==> config.mk <==
export PLATFORM = sky130hd
export DESIGN_NAME = iir_direct_form_one_filter
export DESIGN_NICKNAME = d
export VERILOG_FILES = /design/src/rtl/core/iirdf1_pkg.sv /design/src/rtl/core/iirdf1_divider.sv /design/src/rtl/core/iir_direct_form_one_filter.sv
export VERILOG_INCLUDE_DIRS = /design/src /design/src/rtl/core
export SDC_FILE = /design/constraint.sdc
export NUM_CORES = 2
export LEC_CHECK = 0
export ABC_AREA = 1
export BUFFER_PORTS_ARGS = -buffer_cell sky130_fd_sc_hd__buf_2
export CORE_AREA = 2 2 396 398
export DETAILED_ROUTE_END_ITERATION = 6
export DIE_AREA = 0 0 398 400
export PLACE_DENSITY = 0.59
export SLEW_MARGIN = 20
export SYNTH_ARGS = -nofsm -noshare
export SYNTH_HDL_FRONTEND = slang
export SYNTH_SLANG_ARGS = --single-unit
==> constraint.sdc <==
create_clock -name clk -period 11.05 [get_ports clk]
set_input_delay 1.105 -clock clk [delete_from_list [all_inputs] [get_ports clk]]
set_output_delay 1.105 -clock clk [all_outputs]
set_load 0.02 [all_outputs]
==> src/rtl/core/assert_macros.svh <==
// Assertion macros shared by the filter RTL.
`ifndef ASSERT_MACROS_SVH
`define ASSERT_MACROS_SVH

// Same-cycle implication, ignored while reset is active.
`define IIRDF1_ASSERT_IMPL(label, clk, rst_n, ante, cons) \
    label: assert property (@(posedge clk) disable iff (!rst_n) (ante) |-> (cons)) \
        else $error("assertion failed: ante |-> cons");

// Next-cycle implication, ignored while reset is active.
`define IIRDF1_ASSERT_NEXT(label, clk, rst_n, ante, cons) \
    label: assert property (@(posedge clk) disable iff (!rst_n) (ante) |=> (cons)) \
        else $error("assertion failed: ante |=> cons");

`endif

==> src/rtl/core/iirdf1_pkg.sv <==
// Types and constants of the direct form I IIR filter.
`default_nettype none

package iirdf1_pkg;

    localparam int SMP_W      = 32;
    localparam int COEF_W     = 16;
    localparam int PROD_W     = SMP_W + COEF_W;
    // Up to seven products of at most 2^46 each.
    localparam int ACC_W      = 50;
    localparam int CFG_IDX_W  = 2;
    localparam int CFG_DATA_W = 64;
    localparam int ORDER_W    = 2;
    localparam int KIND_W     = 2;

    localparam logic [KIND_W-1:0] KIND_FILTER = 2'd0;
    localparam logic [KIND_W-1:0] KIND_SET    = 2'd1;
    localparam logic [KIND_W-1:0] KIND_SHIFT  = 2'd2;

    localparam logic [CFG_IDX_W-1:0] REG_FEEDFORWARD = 2'd0;
    localparam logic [CFG_IDX_W-1:0] REG_FEEDBACK    = 2'd1;
    localparam logic [CFG_IDX_W-1:0] REG_ORDER       = 2'd2;

    typedef struct packed {
        logic [KIND_W-1:0]       kind;
        logic signed [SMP_W-1:0] sample;
    } sample_t;

    typedef struct packed {
        logic signed [SMP_W-1:0] filtered;
        logic                    divide_error;
    } result_t;

    typedef struct packed {
        logic start;
    } div_ctrl_t;

    typedef struct packed {
        logic busy;
        logic done;
    } div_stat_t;

endpackage

`default_nettype wire

==> src/rtl/core/iirdf1_divider.sv <==
// Radix-2 restoring divider for the accumulator magnitude by the a0 magnitude.
`default_nettype none

module iirdf1_divider (
    input  logic                                clk,
    input  logic                                rst_n,
    input  iirdf1_pkg::div_ctrl_t               ctrl,
    input  logic [iirdf1_pkg::ACC_W-1:0]        dividend,
    input  logic [iirdf1_pkg::COEF_W-1:0]       divisor,
    output iirdf1_pkg::div_stat_t               stat,
    output logic [iirdf1_pkg::ACC_W-1:0]        quotient
);
    import iirdf1_pkg::*;

    localparam int CNT_W = $clog2(ACC_W + 1);

    logic [ACC_W-1:0]  work_reg;
    logic [COEF_W-1:0] rem_reg;
    logic [COEF_W-1:0] dsr_reg;
    logic [CNT_W-1:0]  cnt_reg;
    logic              busy_reg;
    logic              done_reg;

    logic [COEF_W:0]   rem_shift;
    logic [COEF_W:0]   rem_diff;
    logic              fits;

    assign rem_shift = {rem_reg, work_reg[ACC_W-1]};
    assign fits      = rem_shift >= {1'b0, dsr_reg};
    assign rem_diff  = rem_shift - {1'b0, dsr_reg};

    always_ff @(posedge clk or negedge rst_n)
    begin
        if (!rst_n)
        begin
            busy_reg <= 1'b0;
            done_reg <= 1'b0;
            cnt_reg  <= '0;
        end
        else if (ctrl.start)
        begin
            busy_reg <= 1'b1;
            done_reg <= 1'b0;
            cnt_reg  <= CNT_W'(ACC_W);
        end
        else if (busy_reg)
        begin
            cnt_reg <= cnt_reg - CNT_W'(1);
            if (cnt_reg == CNT_W'(1))
            begin
                busy_reg <= 1'b0;
                done_reg <= 1'b1;
            end
        end
        else
        begin
            done_reg <= 1'b0;
        end
    end

    // Quotient bits shift in where dividend bits shift out.
    always_ff @(posedge clk)
    begin
        if (ctrl.start)
        begin
            work_reg <= dividend;
            rem_reg  <= '0;
            dsr_reg  <= divisor;
        end
        else if (busy_reg)
        begin
            work_reg <= {work_reg[ACC_W-2:0], fits};
            rem_reg  <= fits ? rem_diff[COEF_W-1:0] : rem_shift[COEF_W-1:0];
        end
    end

    assign stat.busy = busy_reg;
    assign stat.done = done_reg;
    assign quotient  = work_reg;

endmodule

`default_nettype wire

==> src/rtl/core/iir_direct_form_one_filter.sv <==
// Top level of the direct form I IIR filter with a shared multiply-accumulate unit.
//
//   channel    direction  handshake                 payload
//   sample     in         sample_valid/sample_stall iirdf1_pkg::sample_t (kind, sample)
//   result     out        result_valid/result_stall iirdf1_pkg::result_t (filtered, divide_error)
//   cfg        in         cfg_write                 cfg_index, cfg_data
//
// A filter transaction runs from acceptance to result through 2*order+1 multiply steps,
// the accumulator drain and a0 test, the 50-step divider and the result load (with a0 at
// zero, the division is skipped). A set or unknown transaction goes straight to the result
// load; a shift first sweeps all 2*(MAX_ORDER+1) history entries. sample_stall is high from
// acceptance until the result is loaded; a loaded result holds under result_stall while the
// next transaction runs. Reset clears both histories and restores the register defaults.
`default_nettype none

`include "assert_macros.svh"

module iir_direct_form_one_filter #(
    parameter int MAX_ORDER = 3
) (
    input  logic                                 clk,
    input  logic                                 rst_n,
    input  logic                                 sample_valid,
    output logic                                 sample_stall,
    input  iirdf1_pkg::sample_t                  sample_data,
    output logic                                 result_valid,
    input  logic                                 result_stall,
    output iirdf1_pkg::result_t                  result_data,
    input  logic                                 cfg_write,
    input  logic [iirdf1_pkg::CFG_IDX_W-1:0]     cfg_index,
    input  logic [iirdf1_pkg::CFG_DATA_W-1:0]    cfg_data
);
    import iirdf1_pkg::*;

    // History depth: entries 0..MAX_ORDER in each history.
    localparam int HD         = MAX_ORDER + 1;
    localparam int HI_W       = $clog2(HD);
    localparam int STEP_W     = $clog2(2 * HD);
    localparam int SWEEP_LAST = 2 * HD - 1;

    localparam logic [2:0] ST_IDLE  = 3'd0;
    localparam logic [2:0] ST_MAC   = 3'd1;
    localparam logic [2:0] ST_DIV   = 3'd2;
    localparam logic [2:0] ST_SWEEP = 3'd3;
    localparam logic [2:0] ST_OUT   = 3'd4;

    localparam logic [ACC_W-1:0] POS_LIM = ACC_W'(32'h7fff_ffff);
    localparam logic [ACC_W-1:0] NEG_LIM = ACC_W'(32'h8000_0000);

    // Pick one signed Q2.13 coefficient out of a packed group of four.
    function automatic logic signed [COEF_W-1:0] coeff_at(
        input logic [CFG_DATA_W-1:0] coeffs,
        input logic [1:0]            idx
    );
        logic signed [COEF_W-1:0] c;
        case (idx)
            2'd0:    c = coeffs[15:0];
            2'd1:    c = coeffs[31:16];
            2'd2:    c = coeffs[47:32];
            default: c = coeffs[63:48];
        endcase
        return c;
    endfunction

    // Add and clamp to the signed 32-bit range.
    function automatic logic signed [SMP_W-1:0] sat_add(
        input logic signed [SMP_W-1:0] a,
        input logic signed [SMP_W-1:0] b
    );
        logic signed [SMP_W:0] s;
        logic signed [SMP_W-1:0] r;
        s = {a[SMP_W-1], a} + {b[SMP_W-1], b};
        if (s[SMP_W] != s[SMP_W-1])
            r = s[SMP_W] ? {1'b1, {(SMP_W-1){1'b0}}} : {1'b0, {(SMP_W-1){1'b1}}};
        else
            r = s[SMP_W-1:0];
        return r;
    endfunction

    // Configuration registers.
    logic [CFG_DATA_W-1:0]  ff_coeffs_reg;
    logic [CFG_DATA_W-1:0]  fb_coeffs_reg;
    logic [ORDER_W-1:0]     filter_order_reg;

    // Sequencer and datapath state.
    logic [2:0]               state_reg,     state_next;
    logic [STEP_W-1:0]        step_reg,      step_next;
    logic [STEP_W-1:0]        order_reg,     order_next;
    logic signed [SMP_W-1:0]  in_hist_reg  [HD];
    logic signed [SMP_W-1:0]  in_hist_next [HD];
    logic signed [SMP_W-1:0]  out_hist_reg [HD];
    logic signed [SMP_W-1:0]  out_hist_next[HD];
    logic signed [PROD_W-1:0] prod_reg,      prod_next;
    logic                     prod_sub_reg,  prod_sub_next;
    logic                     prod_vld_reg,  prod_vld_next;
    logic signed [ACC_W-1:0]  acc_reg,       acc_next;
    logic                     q_neg_reg,     q_neg_next;
    logic                     err_reg,       err_next;
    logic signed [SMP_W-1:0]  shift_val_reg, shift_val_next;
    logic                     result_valid_reg, result_valid_next;
    result_t                  result_data_reg,  result_data_next;

    // Datapath wires.
    logic                     accept;
    logic                     out_free;
    logic [STEP_W-1:0]        ord_eff;
    logic [STEP_W-1:0]        last_term;
    logic                     issuing;
    logic                     is_fb;
    logic [STEP_W-1:0]        fb_j;
    logic [STEP_W-1:0]        fb_prev;
    logic [1:0]               coef_idx;
    logic signed [COEF_W-1:0] coef;
    logic                     sw_is_out;
    logic [STEP_W-1:0]        sw_off;
    logic                     rd_is_out;
    logic [HI_W-1:0]          rd_idx;
    logic signed [SMP_W-1:0]  rd_hist;
    logic signed [PROD_W-1:0] product;
    logic signed [ACC_W-1:0]  acc_sum;
    logic signed [SMP_W-1:0]  sweep_sum;
    logic signed [COEF_W-1:0] a0;
    logic [COEF_W-1:0]        a0_mag;
    logic [ACC_W-1:0]         acc_mag;
    logic [ACC_W-1:0]         quo;
    logic signed [SMP_W-1:0]  y_sat;
    div_ctrl_t                div_ctrl;
    div_stat_t                div_stat;

    assign accept   = sample_valid && !sample_stall;
    assign out_free = !result_valid_reg || !result_stall;

    // Orders above MAX_ORDER run as MAX_ORDER.
    assign ord_eff   = (filter_order_reg > ORDER_W'(MAX_ORDER)) ? STEP_W'(MAX_ORDER)
                                                                : STEP_W'(filter_order_reg);
    assign last_term = STEP_W'({order_reg, 1'b0});
    assign issuing   = step_reg <= last_term;

    // Tap decode: steps 0..order weight the input history by b, the rest subtract
    // the output history weighted by a1..a_order.
    assign is_fb    = step_reg > order_reg;
    assign fb_j     = step_reg - order_reg;
    assign fb_prev  = fb_j - STEP_W'(1);
    assign coef_idx = is_fb ? fb_j[1:0] : step_reg[1:0];
    assign coef     = coeff_at(is_fb ? fb_coeffs_reg : ff_coeffs_reg, coef_idx);

    // Sweep decode: input entries first, then output entries.
    assign sw_is_out = step_reg >= STEP_W'(HD);
    assign sw_off    = step_reg - STEP_W'(HD);

    // One history read port shared by the tap walk and the sweep.
    always_comb
    begin
        if (state_reg == ST_SWEEP)
        begin
            rd_is_out = sw_is_out;
            rd_idx    = sw_is_out ? sw_off[HI_W-1:0] : step_reg[HI_W-1:0];
        end
        else
        begin
            rd_is_out = is_fb;
            rd_idx    = is_fb ? fb_prev[HI_W-1:0] : step_reg[HI_W-1:0];
        end
    end

    assign rd_hist   = rd_is_out ? out_hist_reg[rd_idx] : in_hist_reg[rd_idx];
    assign product   = coef * rd_hist;
    assign acc_sum   = prod_sub_reg ? acc_reg - ACC_W'(prod_reg) : acc_reg + ACC_W'(prod_reg);
    assign sweep_sum = sat_add(rd_hist, shift_val_reg);

    assign a0      = fb_coeffs_reg[COEF_W-1:0];
    assign a0_mag  = a0[COEF_W-1] ? COEF_W'(-a0) : COEF_W'(a0);
    assign acc_mag = acc_reg[ACC_W-1] ? ACC_W'(-acc_reg) : ACC_W'(acc_reg);

    // Apply the quotient sign and clamp to 32 bits.
    always_comb
    begin
        if (q_neg_reg)
            y_sat = (quo > NEG_LIM) ? {1'b1, {(SMP_W-1){1'b0}}} : -quo[SMP_W-1:0];
        else
            y_sat = (quo > POS_LIM) ? {1'b0, {(SMP_W-1){1'b1}}} : quo[SMP_W-1:0];
    end

    iirdf1_divider u_divider (
        .clk      (clk),
        .rst_n    (rst_n),
        .ctrl     (div_ctrl),
        .dividend (acc_mag),
        .divisor  (a0_mag),
        .stat     (div_stat),
        .quotient (quo)
    );

    always_comb
    begin
        state_next        = state_reg;
        step_next         = step_reg;
        order_next        = order_reg;
        in_hist_next      = in_hist_reg;
        out_hist_next     = out_hist_reg;
        prod_next         = prod_reg;
        prod_sub_next     = prod_sub_reg;
        prod_vld_next     = 1'b0;
        acc_next          = acc_reg;
        q_neg_next        = q_neg_reg;
        err_next          = err_reg;
        shift_val_next    = shift_val_reg;
        result_valid_next = result_valid_reg && result_stall;
        result_data_next  = result_data_reg;
        div_ctrl.start    = 1'b0;

        case (state_reg)
            ST_IDLE:
            begin
                if (accept)
                begin
                    err_next = 1'b0;
                    case (sample_data.kind)
                        KIND_FILTER:
                        begin
                            // Advance the input history and start the tap walk.
                            for (int i = HD - 1; i > 0; i--)
                                in_hist_next[i] = in_hist_reg[i-1];
                            in_hist_next[0] = sample_data.sample;
                            order_next      = ord_eff;
                            step_next       = '0;
                            acc_next        = '0;
                            state_next      = ST_MAC;
                        end
                        KIND_SET:
                        begin
                            for (int i = 0; i < HD; i++)
                            begin
                                in_hist_next[i]  = sample_data.sample;
                                out_hist_next[i] = sample_data.sample;
                            end
                            state_next = ST_OUT;
                        end
                        KIND_SHIFT:
                        begin
                            shift_val_next = sample_data.sample;
                            step_next      = '0;
                            state_next     = ST_SWEEP;
                        end
                        default:
                        begin
                            // Unknown kind: leave the state alone, report the newest output.
                            state_next = ST_OUT;
                        end
                    endcase
                end
            end

            ST_MAC:
            begin
                // Register the product, then accumulate it in the next cycle.
                if (prod_vld_reg)
                    acc_next = acc_sum;
                if (issuing)
                begin
                    prod_next     = product;
                    prod_sub_next = is_fb;
                    prod_vld_next = 1'b1;
                    step_next     = step_reg + STEP_W'(1);
                end
                else if (!prod_vld_reg)
                begin
                    if (a0 == '0)
                    begin
                        // Zero a0: push zero and flag the transaction.
                        for (int i = HD - 1; i > 0; i--)
                            out_hist_next[i] = out_hist_reg[i-1];
                        out_hist_next[0] = '0;
                        err_next         = 1'b1;
                        state_next       = ST_OUT;
                    end
                    else
                    begin
                        div_ctrl.start = 1'b1;
                        q_neg_next     = acc_reg[ACC_W-1] ^ a0[COEF_W-1];
                        state_next     = ST_DIV;
                    end
                end
            end

            ST_DIV:
            begin
                if (div_stat.done)
                begin
                    for (int i = HD - 1; i > 0; i--)
                        out_hist_next[i] = out_hist_reg[i-1];
                    out_hist_next[0] = y_sat;
                    state_next       = ST_OUT;
                end
            end

            ST_SWEEP:
            begin
                if (sw_is_out)
                    out_hist_next[rd_idx] = sweep_sum;
                else
                    in_hist_next[rd_idx] = sweep_sum;
                if (step_reg == STEP_W'(SWEEP_LAST))
                    state_next = ST_OUT;
                else
                    step_next = step_reg + STEP_W'(1);
            end

            ST_OUT:
            begin
                // Hold until the result register is free.
                if (out_free)
                begin
                    result_valid_next             = 1'b1;
                    result_data_next.filtered     = out_hist_reg[0];
                    result_data_next.divide_error = err_reg;
                    state_next                    = ST_IDLE;
                end
            end

            default:
            begin
                state_next = ST_IDLE;
            end
        endcase
    end

    // Control state and architectural state.
    always_ff @(posedge clk or negedge rst_n)
    begin
        if (!rst_n)
        begin
            state_reg        <= ST_IDLE;
            step_reg         <= '0;
            order_reg        <= '0;
            prod_vld_reg     <= 1'b0;
            err_reg          <= 1'b0;
            result_valid_reg <= 1'b0;
            ff_coeffs_reg    <= '0;
            fb_coeffs_reg    <= CFG_DATA_W'(8192);
            filter_order_reg <= '0;
            for (int i = 0; i < HD; i++)
            begin
                in_hist_reg[i]  <= '0;
                out_hist_reg[i] <= '0;
            end
        end
        else
        begin
            state_reg        <= state_next;
            step_reg         <= step_next;
            order_reg        <= order_next;
            prod_vld_reg     <= prod_vld_next;
            err_reg          <= err_next;
            result_valid_reg <= result_valid_next;
            in_hist_reg      <= in_hist_next;
            out_hist_reg     <= out_hist_next;
            if (cfg_write)
            begin
                case (cfg_index)
                    REG_FEEDFORWARD: ff_coeffs_reg    <= cfg_data;
                    REG_FEEDBACK:    fb_coeffs_reg    <= cfg_data;
                    REG_ORDER:       filter_order_reg <= cfg_data[ORDER_W-1:0];
                    default:         ;
                endcase
            end
        end
    end

    // Payload registers.
    always_ff @(posedge clk)
    begin
        prod_reg        <= prod_next;
        prod_sub_reg    <= prod_sub_next;
        acc_reg         <= acc_next;
        q_neg_reg       <= q_neg_next;
        shift_val_reg   <= shift_val_next;
        result_data_reg <= result_data_next;
    end

    assign sample_stall = state_reg != ST_IDLE;
    assign result_valid = result_valid_reg;
    assign result_data  = result_data_reg;

    `IIRDF1_ASSERT_NEXT(a_filter_enters_mac, clk, rst_n,
        accept && sample_data.kind == KIND_FILTER, state_reg == ST_MAC)
    `IIRDF1_ASSERT_IMPL(a_divider_busy_in_div, clk, rst_n,
        div_stat.busy || div_stat.done, state_reg == ST_DIV)
    `IIRDF1_ASSERT_NEXT(a_result_loaded, clk, rst_n,
        state_reg == ST_OUT && out_free, result_valid && state_reg == ST_IDLE)

endmodule

`default_nettype wire
==> flow_summary.yaml <==
critical_path:
  critPathMaxFanout: 34
  endpoint: "prod_reg[34]$_DFFE_PP_"
  cp-end-kind: "register"
  max_stage_delay_ns: 0.69
  rr_startpoint: "step_reg[0]$_DFFE_PN0P_"
  crit_type: "register to register"
  rr_endpoint: "prod_reg[34]$_DFFE_PP_"
  r2r_slack_ns: 1.11
  crit_required_ns: 11.60
  r2r_cells: 35
  crit_path_top_delay_cell: "inv_2"
  worstSetupStartpoint: "step_reg[0]$_DFFE_PN0P_"
  cp.arrival_ns: 10.49
  cp_common_cell: "nand2_1"
  start_kind: "register"
die:
  design.die.area_um2: 159000
  fp.dieH_um: 400
  die_w_um: 398
  core_um2: 155000
  initial_core_util_pct: 39.6
  ios: 140
  row_count: 145
cts:
  cts_tree: "done"
  clk_pin_slew_ns: 0.06
  cts_resized: 0
  cts_setup_buffers: 0
  cts_buffers: 83
  cts_sinks: 652
  clock_path_buffers: 3
  cts_hold_buf: 0
  htree_levels: 3
  cts-root-buf: "clkbuf_16"
  insertion_delay_ns: 0.74
yosys:
  ys_warn_count: 0
  synth_edf_count: 231
  syn_area_per_cell_um2: 7.22
  yosysTopAreaCellShare_pct: 16.4
  synthCells: 8510
  synth_area_leader_cell: "dfrtp_1"
  synth_ff_type: "dfrtp_1"
  syn-num-nets: 9327
  ys_seq_elements: 652
  async_flop_share_pct: 62.1
  yosysSeqAreaShare_pct: 28.3
  synth_cell_types: 59
  syn_area_um2: 61500
  yosys-top-cells-area: "dfrtp_1 (16%), fa_1 (16%), nand2_1 (12%)"
global_route:
  grtUsageTotal_pct: 28.2
  grt_pass1_wl_mm: 340
  grt_pass1_vias: 55300
  grt_max_degree: 154
  antenna_found_initial: 13
  grt-ovfl-total: 0
sta:
  rsz0062_at_grt: "no"
  final.min_clock_period_ns: 9.94
  slew_viol_final: 0
  max_freq_mhz: 101
  tightest_slew_ns: 1.14
  relSlewSlack_pct: 23.4
  fin_crit_sh_pct: 90.0
  fin_skew_ns: 0.0669
  final_hold_viol_count: 0
  tns_ns: 0
  setup-violations-final: 0
route:
  drt_iter0_drc: 5634
  routed_via_density: 5.36
  wire_per_inst_um: 21.2
  num_vias: 57000
  wl_mm: 226
  drtAntennaViolNets: 0
  first_pass_iters: 6
  drc: 0
placed_design:
  port_buffers: 139
  dp_hpwl_mm: 170
  gp_congestion: 0.984
outcome:
  status: "complete, no violations"
final_layout:
  syn2layout_area_growth_pct: 9.20
  drive_gt1_share_pct: 5.62
  nets: 9337
run:
  cap_violations: 0
worst_hold_path:
  min_path_type: "input port to async pin"
metrics by stage:
stage	utilization [%]	instance area (um2)	hold WS [ns]	cells	setup slack [ns]
after floorplan	-	61500	0.419	8510	3.20
after global placement	41.4	64300	0.453	10500	1.22
after detailed placement	41.4	64300	0.464	10500	1.19
after CTS	43.3	67100	0.322	10600	1.17
after global routing	43.3	67100	0.354	10600	0.566
final	43.3	67100	0.311	10700	1.11
cell usage after synthesis, drive strengths merged (15+ instances only):
library cell,instances
o21a,42
a31oi,22
buf,141
a21oi,398
o21ai,650
edfxtp,231
a22oi,95
nor4,26
xnor2,55
inv,1541
dfrtp,404
fa,489
clkbuf,182
nand3,484
nand3b,16
nand2,2045
a21boi,15
a21o,25
dfxtp,16
ha,223
o21bai,31
nor2,1040
xor2,125
nor3,56
nand4,77
layer usage:
layer  up-vias  GRT usage, %  wire length, um
li1      26700             -                -
met3       417          4.75            17600
met2      2245          44.2           101000
met1     27700          39.0            98200
met4         8          10.6             8980
met5         -             0               54
cell usage in the layout, fill, tap and decap left out, drive strengths merged, types with 3 or more instances in the layout:
cell type,Yosys,final
ha,223,223
clkbuf,182,112
a31oi,22,22
buf,141,248
nand2,2045,2045
o21a,42,42
fa,489,489
a22oi,95,95
and3,6,6
a21o,25,25
inv,1541,1544
xnor2,55,55
dfxtp,16,16
clkinv,10,42
o31ai,14,14
a21oi,398,398
diode,0,3
edfxtp,231,231
nor4,26,26
o211ai,12,12
nor2,1040,1040
bufinv,0,6
o21bai,31,31
or2,12,12
dfrtp,404,404
a21boi,15,15
nand4,77,77
o22ai,9,9
nor3,56,56
o21ai,650,650
nand3b,16,16
nand3,484,484
and2,4,4
xor2,125,125
kinds of logic after synthesis:
logic type / synth area share [%]
muxes: 0.0346
xor gates and xnor gates: 2.56
buffers and inverters: 11.9
AOI/OAI and AO/OA: 11.9
DFF: 28.3
and+or+nand+nor: 24.9
adders and majority gates: 20.5
worst min path at each step:
stage                                             from                                 end  slack (ns)  depth (start not counted)
finish                                           rst_n              result_valid$_DFF_PN0_        0.31                          1
detailed placement   u_divider.rem_reg[1]$_SDFFE_PP0P_   u_divider.rem_reg[1]$_SDFFE_PP0P_        0.46                          2
CTS                                              rst_n    u_divider.cnt_reg[3]$_DFFE_PN0P_        0.32                          1
global placement    u_divider.rem_reg[15]$_SDFFE_PP0P_  u_divider.rem_reg[15]$_SDFFE_PP0P_        0.45                          2
floorplan                          err_reg$_DFFE_PN0P_            result_data[0]$_DFFE_PP_        0.42                          0
global route                                     rst_n    u_divider.cnt_reg[3]$_DFFE_PN0P_        0.35                          1
area by class of cell:
type,count,area (um2)
Tap cell,2058,2570
Fill cell,16100,88000
Clock inverter,43,523
Sequential cell,652,17400
Timing Repair Buffer,248,1580
Inverter,1551,5830
Multi-Input combinational cell,5984,36900
Clock buffer,112,2280
Antenna cell,3,7.51
critical path: cells and delay by family (launching register included):
family / cells / cell delay, ns
adder cells (fa/ha/maj): 8 / 3.92
AO/OA/AOI/OAI: 1 / 0.13
flip-flops: 1 / 0.46
buffers and inverters: 9 / 1.99
XOR/XNOR: 1 / 0.19
AND/OR/NAND/NOR: 16 / 3.00
Power is left out: the tool's default activity adds up to more than one toggle a clock period on the data nets, which glitch-free logic cannot reach.
